$ cat config.mk
export PLATFORM = sky130hd
export DESIGN_NAME = qmr_front
export DESIGN_NICKNAME = d
export VERILOG_FILES = /design/src/rtl/quaternion_multiply_rotate_macros.svh /design/src/rtl/qmr_pkg.sv /design/src/rtl/qmr_front.sv
export SDC_FILE = /design/constraint.sdc
export NUM_CORES = 1
export LEC_CHECK = 0
export ABC_AREA = 1
export BUFFER_PORTS_ARGS = -buffer_cell sky130_fd_sc_hd__buf_2
export CAP_MARGIN = 20
export CORE_AREA = 2 2 254 256
export DETAILED_ROUTE_END_ITERATION = 10
export DIE_AREA = 0 0 256 258
export GPL_TIMING_DRIVEN = 1
export PLACE_DENSITY_LB_ADDON = 0.08
export SLEW_MARGIN = 40
export SYNTH_ARGS = -nofsm -noshare
export SYNTH_HDL_FRONTEND = slang
export SYNTH_SLANG_ARGS = --single-unit
$ cat constraint.sdc
create_clock -name vclk -period 2.4
set_input_delay 0.24 -clock vclk [all_inputs]
set_output_delay 0.24 -clock vclk [all_outputs]
set_load 0.01 [all_outputs]
$ cat src/rtl/quaternion_multiply_rotate_macros.svh
// Assertion helpers; clocked on clk_i, disabled while rst_ni is low.
`ifndef QUATERNION_MULTIPLY_ROTATE_MACROS_SVH
`define QUATERNION_MULTIPLY_ROTATE_MACROS_SVH
`ifndef SYNTHESIS
`define QMR_ASSERT(lbl, prop, msg) \
  lbl: assert property (@(posedge clk_i) disable iff (!rst_ni) prop) else $error(msg);
`define QMR_ASSERT_NEXT(lbl, ante, cons, msg) \
  lbl: assert property (@(posedge clk_i) disable iff (!rst_ni) (ante) |=> (cons)) \
    else $error(msg);
`else
`define QMR_ASSERT(lbl, prop, msg)
`define QMR_ASSERT_NEXT(lbl, ante, cons, msg)
`endif
`endif

$ cat src/rtl/qmr_pkg.sv
`default_nettype none
package qmr_pkg;
  typedef enum logic {
    KIND_MUL = 1'b0,
    KIND_ROT = 1'b1
  } kind_e;

  typedef struct packed {
    logic valid;
    logic rot;
  } ctl_t;
endpackage
`default_nettype wire

$ cat src/rtl/qmr_front.sv
`default_nettype none
module qmr_front #(
  parameter int WORD_BITS = 32,
  parameter int ITEM_W    = 1 + 12 * WORD_BITS + 8
) (
  input  logic                 push_i,
  input  logic                 kind_i,
  input  logic [WORD_BITS-1:0] a_x_i,
  input  logic [WORD_BITS-1:0] a_y_i,
  input  logic [WORD_BITS-1:0] a_z_i,
  input  logic [WORD_BITS-1:0] a_w_i,
  input  logic [WORD_BITS-1:0] b_x_i,
  input  logic [WORD_BITS-1:0] b_y_i,
  input  logic [WORD_BITS-1:0] b_z_i,
  input  logic [WORD_BITS-1:0] b_w_i,
  input  logic                 full_i,
  output logic                 push_o,
  output logic [ITEM_W-1:0]    item_o
);
  import qmr_pkg::*;
  localparam int W  = WORD_BITS;
  localparam int XW = W + 1;

  kind_e         kind;
  logic [XW-1:0] q_x, q_y, q_z, q_w, c_x, c_y, c_z, c_w;

  assign kind = kind_e'(kind_i);
  assign q_x  = {b_x_i[W-1], b_x_i};
  assign q_y  = {b_y_i[W-1], b_y_i};
  assign q_z  = {b_z_i[W-1], b_z_i};
  // vector rotation uses (b, 0)
  assign q_w  = (kind == KIND_ROT) ? '0 : {b_w_i[W-1], b_w_i};
  // conjugate of a, negation kept one bit wider
  assign c_x  = '0 - {a_x_i[W-1], a_x_i};
  assign c_y  = '0 - {a_y_i[W-1], a_y_i};
  assign c_z  = '0 - {a_z_i[W-1], a_z_i};
  assign c_w  = {a_w_i[W-1], a_w_i};

  assign push_o = push_i && !full_i;
  assign item_o = {kind == KIND_ROT, a_x_i, a_y_i, a_z_i, a_w_i,
                   q_x, q_y, q_z, q_w, c_x, c_y, c_z, c_w};
endmodule
`default_nettype wire

-- Word-level counts from Yosys, hierarchy flattened
Cells that the tools add are included.
Widths: inputs -> output; s select.
- output and inout port bits: 394
- input bits: 259
- memories: 0
- bits in latches: 0
- bits in writable memories: 0
- bits in read-only memories: 0
- register bits: 0
- word-level logic and storage cells: 6
- shift-type cells: 0
- add/subtract/negate cells: 3
- bitwise operators: 0
- magnitude comparators: 0
- reduce and logical (&&, ||, !) cells: 2
- divide/modulo/power cells: 0
- $mul: 0
- muxes and demuxes: 1
- equality and inequality tests: 0
- operators by type and width (operator ; count):
    $sub 1x32->33 const A ; 3
    $mux 33 ; 1
    $logic_and 1x1->1 ; 1
    $logic_not 1->1 ; 1

-- Depth between registers and ports, before layout
- depth after elaboration: 2
- gate-level depth with buffers: 8
- depth with buffers taken out: 8

-- Worst setup path after synthesis
No wires, ideal clock.
- path kind: input port to output port
- start point: input port a_y_i[0]
- end point: output port item_o[96]
- slack: 0.931 ns
- path buffers: 0
- required time: 2.160 ns
- stages: 8
- arrival: 1.229 ns
- cell sequence: inv_1 > ha_1 > nand3_4 > nor2_1 > nand2_2 > nor2_1 > nand2_1 > nand2_1
- cells in the longest elaborated chain, start to end: 1
- RTL lines (what ; line ; source):
    start: declaration ; qmr_front.sv:9 ; input logic [WORD_BITS-1:0] a_y_i,
    $sub 1x32->33 ; qmr_front.sv:35 ; assign c_y = '0 - {a_y_i[W-1], a_y_i};
    end: declaration ; qmr_front.sv:18 ; output logic [ITEM_W-1:0] item_o
No other way between the ends.

-- Worst setup path after layout
- start point: input port a_x_i[0]
- end point: output port item_o[129]
- cells in the longest elaborated chain, start to end: 1
- RTL lines (what ; line ; source):
    start: declaration ; qmr_front.sv:8 ; input logic [WORD_BITS-1:0] a_x_i,
    $sub 1x32->33 ; qmr_front.sv:34 ; assign c_x = '0 - {a_x_i[W-1], a_x_i};
No other way between the ends.

==> results.py <==
metrics = {
    "clock_network": {
        "cts_hold_buf": 0,
        "post_cts_buffers": 0,
        "cts_resized": 0,
    },
    "setup_path": {
        "crit_chain": "buf_2, inv_1, ha_1, nand3_4, nor2_1, nand2_2, nor2_1, nand2_1, nand2_1, buf_2",
        "end_kind": "output port",
        "crit_slowest_cell": "nor2_1",
        "path_class": "input pin to output port",
        "slowest_delay_ns": 0.33,
        "crit_arrival_ns": 1.66,
        "cp-start-kind": "input pin",
        "critical_path.endpoint": "item_o[129]",
        "crit_fanout": 5,
        "required_ns": 2.16,
        "critPathLaunch": "a_x_i[0]",
    },
    "grt": {
        "antenna_found_initial": 0,
        "grt_util_all_layers_pct": 7.14,
        "grt_start_max_net_pins": 34,
        "grt_pass1_vias": 5274,
        "grt_pass1_wl_mm": 36.1,
        "overflow": 0,
    },
    "synth": {
        "avgSynthCellArea_um2": 5.53,
        "synth_cells": 905,
        "syn_area_um2": 5000,
        "synthDistinctLibCells": 20,
        "synth_top_cell_area_share_pct": 39.8,
        "yosysSeqAreaShare_pct": 0,
        "synth_area_leader_cell": "buf_4",
        "syn_nets": 1167,
        "yosys_warnings": 0,
        "synth.area.top_cells": "buf_4 40%, nand2_1 15%, nor2_1 15%, inv_1 6.3%, xor2_1 5.4%",
    },
    "drt": {
        "routed_wl_mm": 25.5,
        "drtPass1Iterations": 4,
        "drt-vias-per-instance": 2.85,
        "drt-initial-drc-count": 160,
        "ant_nets": 0,
        "dr_total_vias": 5276,
        "wl_per_cell_um": 13.7,
        "drc": 0,
    },
    "finish": {
        "seq_cell_count": 0,
        "area_delta_synth_final_pct": 17.7,
        "drive_gt1_share_pct": 40.7,
        "num-clock-buffers": 0,
        "diodes": 0,
        "regArea_um2": 0,
        "multi_input_area_um2": 2690,
        "nNetsFinal": 1263,
        "fillers": 7694,
    },
    "timing": {
        "hold_viol": 0,
        "tightest_slew_ns": 0.653,
        "period_minus_slack_ns": 1.90,
        "maxSlewViolCount": 0,
        "setup_viol": 0,
        "max-slew-margin-rel_pct": 56.5,
        "rsz0062_at_grt": "no",
        "max_freq_mhz": 527,
        "finalCritPeriodShare_pct": 79.1,
        "setup_tns_ns": 0,
        "postLayoutSetupSlackWorst_ns": 0.502,
    },
    "min_path": {
        "hp-class": "input pin to output port",
    },
    "place": {
        "placement.io_buffers": 361,
        "hpwl_mm": 23.1,
        "dp_slack_ns": 0.474,
        "gp_congestion": 0.715,
    },
    "floorplanning": {
        "ios": 653,
        "core_area_um2": 63600,
        "start_util_pct": 7.86,
        "die_h_um": 258,
        "die_area_um2": 66000,
        "die_width_um": 256,
        "rows": 93,
    },
    "power_and_ir_drop": {
        "peakVddDrop_uv": 49.7,
        "p_leak_uw": 0.00274,
        "power.density_nw_per_um2": 141,
    },
    "status": {
        "status": "complete, no violations",
    },
    "flow_run": {
        "drv_cap": 0,
    },
}
==> worst min path at each step <==
stage / end / startpoint / depth (start not counted) / slack (ns)
5_1_grt: item_o[169] / b_z_i[4] / 0 / 0.48
6_report: item_o[169] / b_z_i[4] / 0 / 0.48
3_5_place_dp: item_o[170] / b_z_i[5] / 0 / 0.48
2_1_floorplan: item_o[131] / a_x_i[31] / 1 / 0.53
3_3_place_gp: item_o[170] / b_z_i[5] / 0 / 0.48
4_1_cts: item_o[170] / b_z_i[5] / 0 / 0.48
==> metrics by stage <==
stage	std cells	hold WS (ns)	cell area, µm²	total power, µW	utilization (%)
3_3_place_gp	1854	0.480	5890	869	9.25
6_report	1854	0.480	5890	829	9.25
5_1_grt	1854	0.480	5890	917	9.25
4_1_cts	1854	0.480	5890	860	9.25
2_1_floorplan	905	0.528	5000	738	-
3_5_place_dp	1854	0.480	5890	856	9.25
==> cells in the final DEF (no fill, tap or decap) <==
cell      Yosys  routed
buf_2         0     361
buf_4       265       1
ha_1          3       3
inv_1        84      84
inv_2         1       1
nand2_1     196     196
nand2_2      15      15
nand3_1      19      19
nand3_4       2       2
nand3b_1      2       2
nand4_1      19      19
nor2_1      194     194
nor2_2       16      16
nor2_4       10      10
nor2_8        1       1
o21ai_0       1       1
o21ai_1      10      10
o21bai_1     18      18
xnor2_1      15      15
xor2_1       31      31
==> worst max-delay path, delay by kind of cell <==
kind          cells  cell delay, ns
buf+inv           3            0.33
simple gates      6            0.85
fa+ha+maj         1            0.23
==> logic make-up after synthesis <==
group | share of synthesized area (%)
AOI/OAI and AO/OA | 3.80
xor gates and xnor gates | 8.05
buffers and inverters | 46.3
and+or+nand+nor | 41.0
adders and majority gates | 0.750
==> area by class of cell <==
type / instances / share of cell area (%)
inverters: 85 / 5.42
multi-input cells: 552 / 45.6
well taps: 855 / 18.2
repair buffers: 362 / 30.8
==> layer usage <==
layer  GRT usage, %  routed length (µm)  part of all wire (%)  vias up
met3           1.73                1840                   7.2       35
met2           13.6               13400                    53      218
li1               -                   -                     -     2664
met1           8.22                9910                    39     2357
met4          0.796                 263                   1.0        2
met5          0.499                  48                  0.19        -
==> power breakdown <==
group | switching (µW) | internal [µW] | leakage, µW
logic | 521 | 308 | 0.00274
registers | 0 | 0 | 0
clock network | 0 | 0 | 0
total | 521 | 308 | 0.00274
==> Yosys cell counts (all sizes together) <==
cell,number
inv,85
xnor2,15
buf,265
nand4,19
xor2,31
clkbuf,3
nand3,21
nor2,221
nand2,211
nand3b,2
ha,3
o21ai,11
o21bai,18
(Power assumes the default switching activity.)
