`config.mk`:
```
export PLATFORM = sky130hd
export DESIGN_NAME = qmr_fifo
export DESIGN_NICKNAME = d
export VERILOG_FILES = /design/src/rtl/quaternion_multiply_rotate_macros.svh /design/src/rtl/qmr_fifo.sv
export SDC_FILE = /design/constraint.sdc
export NUM_CORES = 1
export LEC_CHECK = 0
export ABC_AREA = 1
export BUFFER_PORTS_ARGS = -buffer_cell sky130_fd_sc_hd__buf_2
export CAP_MARGIN = 20
export CORE_MARGIN = 1.5
export CORE_UTILIZATION = 40
export DETAILED_ROUTE_END_ITERATION = 8
export PLACE_DENSITY = 0.75
export SLEW_MARGIN = 20
export SYNTH_ARGS = -nofsm -noshare
export SYNTH_HDL_FRONTEND = slang
export SYNTH_SLANG_ARGS = --single-unit
```
`constraint.sdc`:
```
create_clock -name clk_i -period 1.5 [get_ports clk_i]
set_clock_uncertainty 0.05 [all_clocks]
set_input_delay 0.075 -clock clk_i [delete_from_list [all_inputs] [get_ports clk_i]]
set_output_delay 0.075 -clock clk_i [all_outputs]
set_load 0.01 [all_outputs]
```
`src/rtl/quaternion_multiply_rotate_macros.svh`:
```
// Assertion helpers; clocked on clk_i, disabled while rst_ni is low.
`ifndef QUATERNION_MULTIPLY_ROTATE_MACROS_SVH
`define QUATERNION_MULTIPLY_ROTATE_MACROS_SVH
`ifndef SYNTHESIS
`define QMR_ASSERT(lbl, prop, msg) \
  lbl: assert property (@(posedge clk_i) disable iff (!rst_ni) prop) else $error(msg);
`define QMR_ASSERT_NEXT(lbl, ante, cons, msg) \
  lbl: assert property (@(posedge clk_i) disable iff (!rst_ni) (ante) |=> (cons)) \
    else $error(msg);
`else
`define QMR_ASSERT(lbl, prop, msg)
`define QMR_ASSERT_NEXT(lbl, ante, cons, msg)
`endif
`endif

```
`src/rtl/qmr_fifo.sv`:
```
`default_nettype none
module qmr_fifo #(
  parameter int WIDTH = 8,
  parameter int DEPTH = 2
) (
  input  logic             clk_i,
  input  logic             rst_ni,
  input  logic             push_i,
  input  logic [WIDTH-1:0] data_i,
  output logic             full_o,
  input  logic             pop_i,
  output logic [WIDTH-1:0] data_o,
  output logic             empty_o
);
  localparam int PW = $clog2(DEPTH);
  localparam int CW = $clog2(DEPTH + 1);

  logic [WIDTH-1:0] mem_q [DEPTH];
  logic [PW-1:0]    wr_q, wr_d, rd_q, rd_d;
  logic [CW-1:0]    cnt_q, cnt_d;
  logic             do_push, do_pop;

  assign full_o  = (cnt_q == CW'(DEPTH));
  assign empty_o = (cnt_q == '0);
  assign do_push = push_i && !full_o;
  assign do_pop  = pop_i && !empty_o;
  assign data_o  = mem_q[rd_q];

  always_comb begin
    wr_d  = wr_q;
    rd_d  = rd_q;
    cnt_d = cnt_q;
    if (do_push) begin
      wr_d = (wr_q == PW'(DEPTH - 1)) ? '0 : wr_q + 1'b1;
    end
    if (do_pop) begin
      rd_d = (rd_q == PW'(DEPTH - 1)) ? '0 : rd_q + 1'b1;
    end
    if (do_push && !do_pop) begin
      cnt_d = cnt_q + 1'b1;
    end else if (!do_push && do_pop) begin
      cnt_d = cnt_q - 1'b1;
    end
  end

  always_ff @(posedge clk_i or negedge rst_ni) begin
    if (!rst_ni) begin
      wr_q  <= '0;
      rd_q  <= '0;
      cnt_q <= '0;
    end else begin
      wr_q  <= wr_d;
      rd_q  <= rd_d;
      cnt_q <= cnt_d;
    end
  end

  always_ff @(posedge clk_i) begin
    if (do_push) begin
      mem_q[wr_q] <= data_i;
    end
  end
endmodule
`default_nettype wire

```
# Word level (Yosys, flattened, before mapping)
# Memory sizes are Yosys's and may differ from the RTL's.
# Cells that the tools add are included.
# op_classes
addsub,4
eq_ne,1
muxes,6
reduce_logical,10
# op_table
operator,n
logical AND 1 bit,4
logical NOT 1 bit,4
2-to-1 mux 1 bit,4
2-to-1 mux 2 bit,2
"adder 1 bit, second input constant",2
"adder 2 x 1 -> 2 bit, second input constant",1
"== test 2 bit, second input constant",1
logical NOT 2 bit,1
nonzero test 2 bit,1
"subtractor 2 x 1 -> 2 bit, second input constant",1
# totals
register_bits,4
ram_bits,16
input_bits,12
out_inout_bits,10
mem_count,1
# memory_table
memory,depth,word_bits,read_ports,rd_ports_with_merged_regs,wr,line_no,rtl
mem_q,2,8,1,0,1,qmr_fifo.sv:18,logic [WIDTH-1:0] mem_q [DEPTH];

# Logic depth before layout (Yosys ltp)
# depth
ltp_word,7
mapped_depth,9

# Worst setup path before layout
# OpenSTA, ideal clock, no wires.
# synth_path
path_type,register to register
startpoint,register cnt_q[1]
endpoint,memory mem_q[1][0] (enable)
setup_ns,0.371
arrival_ns,0.951
t_required_ns,1.079
slack_ns,0.128
path_stages_with_launch,4
path_buffers,0
synth_period_minus_slack_ns,1.372
path_cell_list,dfrtp_1 > inv_1 > o21ai_0 > nor2_1
# synth_between
elab_chain_cells,5
# synth_lines
item,line_no,rtl
start: declaration,qmr_fifo.sv:20,"logic [CW-1:0] cnt_q, cnt_d;"
start signal: assignment,qmr_fifo.sv:54,cnt_q <= cnt_d;
== test 2 bit,qmr_fifo.sv:23,assign full_o = (cnt_q == CW'(DEPTH));
logical NOT 1 bit,qmr_fifo.sv:25,assign do_push = push_i && !full_o;
logical AND 1 bit,qmr_fifo.sv:25,
2-to-1 mux 1 bit,qmr_fifo.sv:59,if (do_push) begin
2-to-1 mux 1 bit (implied by the code),qmr_fifo.sv:60,mem_q[wr_q] <= data_i;
end: declaration,qmr_fifo.sv:18,
# Every way passes these cells.

# Worst setup path in the final report
# layout_path
startpoint,register cnt_q[0]
endpoint,register cnt_q[1]
# layout_between
elab_chain_cells,6
# layout_lines
item,line_no
== test 2 bit / logical NOT 2 bit (equally long branches),"qmr_fifo.sv:23, qmr_fifo.sv:24"
"logical NOT 1 bit, on equally long branches","qmr_fifo.sv:25, qmr_fifo.sv:26"
"logical AND 1 bit, on equally long branches","qmr_fifo.sv:25, qmr_fifo.sv:26"
"logical NOT 1 bit, on equally long branches","qmr_fifo.sv:41, qmr_fifo.sv:39"
"logical AND 1 bit, on equally long branches","qmr_fifo.sv:41, qmr_fifo.sv:39"
nonzero test 2 bit (no line) / 2-to-1 mux 2 bit (equally long branches),--
# Several ways; a longest one is shown, not always the timed one. The select of a mux whose other input is x is not followed.
# A chain may end at the register's enable or synchronous reset.

==> results_dict.tcl <==
set metrics [dict create \
    cp-end-kind "register" \
    ys_ff_latch 20 \
    slowest_stage "dfrtp_2" \
    first_iter_violations 17 \
    root_buffer "clkbuf_4" \
    htreeDepth 1 \
    core_mm2 0.00194 \
    rsz0062_at_grt "false" \
    postRouteAntennaNets 0 \
    antennaDiodeCount 0 \
    hold_viol 0 \
    outcome "completed" \
    wirelength_mm 1.49 \
    cts.reportedPaths.clkPinSlew_ns 0.10 \
    overflow 0 \
    yosys.area.top_type "edfxtp_1" \
    dieArea_mm2 0.00230 \
    grtUsageTotal 0.132 \
    hold_ws_ns 0.0777 \
    antenna_found_initial 0 \
    arrival_ns 1.53 \
    max_cap_viol_count 0 \
    setup_viol_count_final 0 \
    cpMostUsedCell "nand2_1" \
    layout-drive-gt1-share 0.321 \
    synth_nets 86 \
    leakage_nw 0.515 \
    max_slew_margin 0.845 \
    min_path_type "in2async" \
    nNetsFinal 123 \
    synth_top_area_frac 0.594 \
    avgSynthCellArea_um2 11.1 \
    max_freq_ghz 0.714 \
    setup_tns_ns 0 \
    cts_tree "done" \
    routabilityCongestion 0.801 \
    yosysSeqAreaShare 0.717 \
    layout_commonest_cell "nand2_1" \
    initial_core_util 0.417 \
    synth_area_leaders "edfxtp_1 (59%), nand2_1 (15%), dfrtp_1 (12%)" \
    io_pins 22 \
    drcViolationCount 0 \
    cp.buffers_inverters 1 \
    netlist_area_um2 810 \
    ys_types 14 \
    synth-warning-count 0 \
    post-route-period-util 0.933 \
    rows 16 \
    cp_max_fo 7 \
    syn_inst 73 \
    vdd.ir_drop.worst_mv 0.965 \
    worstMarginPinSlew_ns 0.230 \
    most-common-layout-cells "nand2_1 (33), buf_2 (21), edfxtp_1 (16), dlygate4sd3_1 (10), inv_1 (5)" \
    vias_per_cell 4.47 \
    area_delta_synth_final_pct 36.6 \
    die_h_um 48.0 \
    crit_chain "nor2_4 -> nor2_2 -> ha_1 -> inv_1 -> nand3_1 -> nand2_1 -> nand2_1" \
    start_kind "register" \
    insertion_delay_ns 0.28 \
    hpwl_mm 1.07 \
    grt_pass1_vias 535 \
    grt_max_degree 12 \
    drtPass1Iterations 4 \
    maxSlewViolCount 0 \
    dieWidth_um 48.0 \
    min_period_ns 1.40 \
    cpPeakStageDelay_ns 0.49 \
    cts_buffer_depth 2 \
    num_vias 608 \
    cts_buffers 3 \
    path_class "reg2reg" \
    numPortBuffers 21 \
    clock_sinks 20 \
    required_ns 1.63 \
    grt_pass1_wl_mm 2.04 \
    power_density_mw_per_mm2 1720 \
    critPathTopFamily "flip-flops" \
    wl_per_cell_um 10.9 \
]
==> flip-flops by register name (all words and copies together), names as in the netlist <==
signal and flops:
mem_q 16, rd_q 1, cnt_q 2, wr_q 1
==> worst paths after layout <==
path,from,to,slack (ns),cells after the start
max reg2reg,cnt_q[0]$_DFFE_PN0P_,cnt_q[1]$_DFFE_PN0P_,0.10,7
max in group asynchronous,rst_ni,rd_q$_DFFE_PN0P_,1.19,2
min in group clk_i,push_i,wr_q$_DFFE_PN0N_,0.08,4
min reg2reg,wr_q$_DFFE_PN0N_,wr_q$_DFFE_PN0N_,0.44,2
min,rst_ni,cnt_q[1]$_DFFE_PN0P_,0.08,2
max,cnt_q[0]$_DFFE_PN0P_,cnt_q[1]$_DFFE_PN0P_,0.10,7
==> synth_stat cells <==
cell type,n
xnor2_1,1
buf_2,1
nor2_1,2
edfxtp_1,16
o21ai_0,2
nand4_1,1
nand3b_1,1
nand3_1,1
ha_1,1
nand2_1,33
nor2_2,2
dfrtp_1,4
inv_1,7
inv_2,1
==> cell type report <==
cell class,count,area (um2)
tap,27,33.8
clock buffer,4,36.3
multi-input combinational,44,203
fill,177,836
sequential,20,583
inverter,8,30.0
timing repair buffer,33,220
==> per-stage QoR <==
step                instance area [um2]  setup slack [ns]  std cells  total power, mW   util
floorplan                           810             0.128         73             1.31      -
global placement                    958            0.0701        122             1.54  0.494
detailed placement                  958            0.0206        122             1.57  0.494
CTS                                1090            0.0608        136             1.89  0.564
global route                       1110           0.00306        136             2.07  0.570
finish                             1110             0.100        136             1.91  0.570
==> per-layer routing <==
metal / vias to the layer above / wire (um) / track usage
met5: - / 0 / 0
met4: 0 / 3 / 0.0486
met3: 2 / 59 / 0.0340
met2: 17 / 763 / 0.237
met1: 282 / 659 / 0.150
li1: 307 / - / -
==> power breakdown <==
| group | switching [mW] | total, mW | internal, mW |
|---|---|---|---|
| clock network | 0.151 | 0.299 | 0.147 |
| logic | 0.418 | 0.711 | 0.293 |
| registers | 0.121 | 0.898 | 0.776 |
==> timing repair <==
action	4_1_cts	5_1_grt
resized for setup	1	6
hold endpoints to repair	21	0
setup buffers	0	0
cloned	0	0
setup endpoints to repair	1	17
hold buffers	10	0
==> cells by family (layout without fill, tap and decap cells) <==
logic type | after synthesis | count (layout) | share of synthesized area
AO/OA/AOI/OAI | 2 | 2 | 0.0124
XOR/XNOR | 1 | 1 | 0.0108
adder cells (fa/ha/maj) | 1 | 1 | 0.0155
buffers and inverters | 9 | 45 | 0.0433
flip-flops | 20 | 20 | 0.717
AND/OR/NAND/NOR | 40 | 40 | 0.201
==> worst reg2reg max path, cell delays in order (launching register included) <==
cell     delay, ns
dfrtp_2       0.49
nor2_4        0.15
nor2_2        0.05
ha_1          0.30
inv_1         0.09
nand3_1       0.07
nand2_1       0.06
nand2_1       0.05
(Power assumes the default switching activity.)
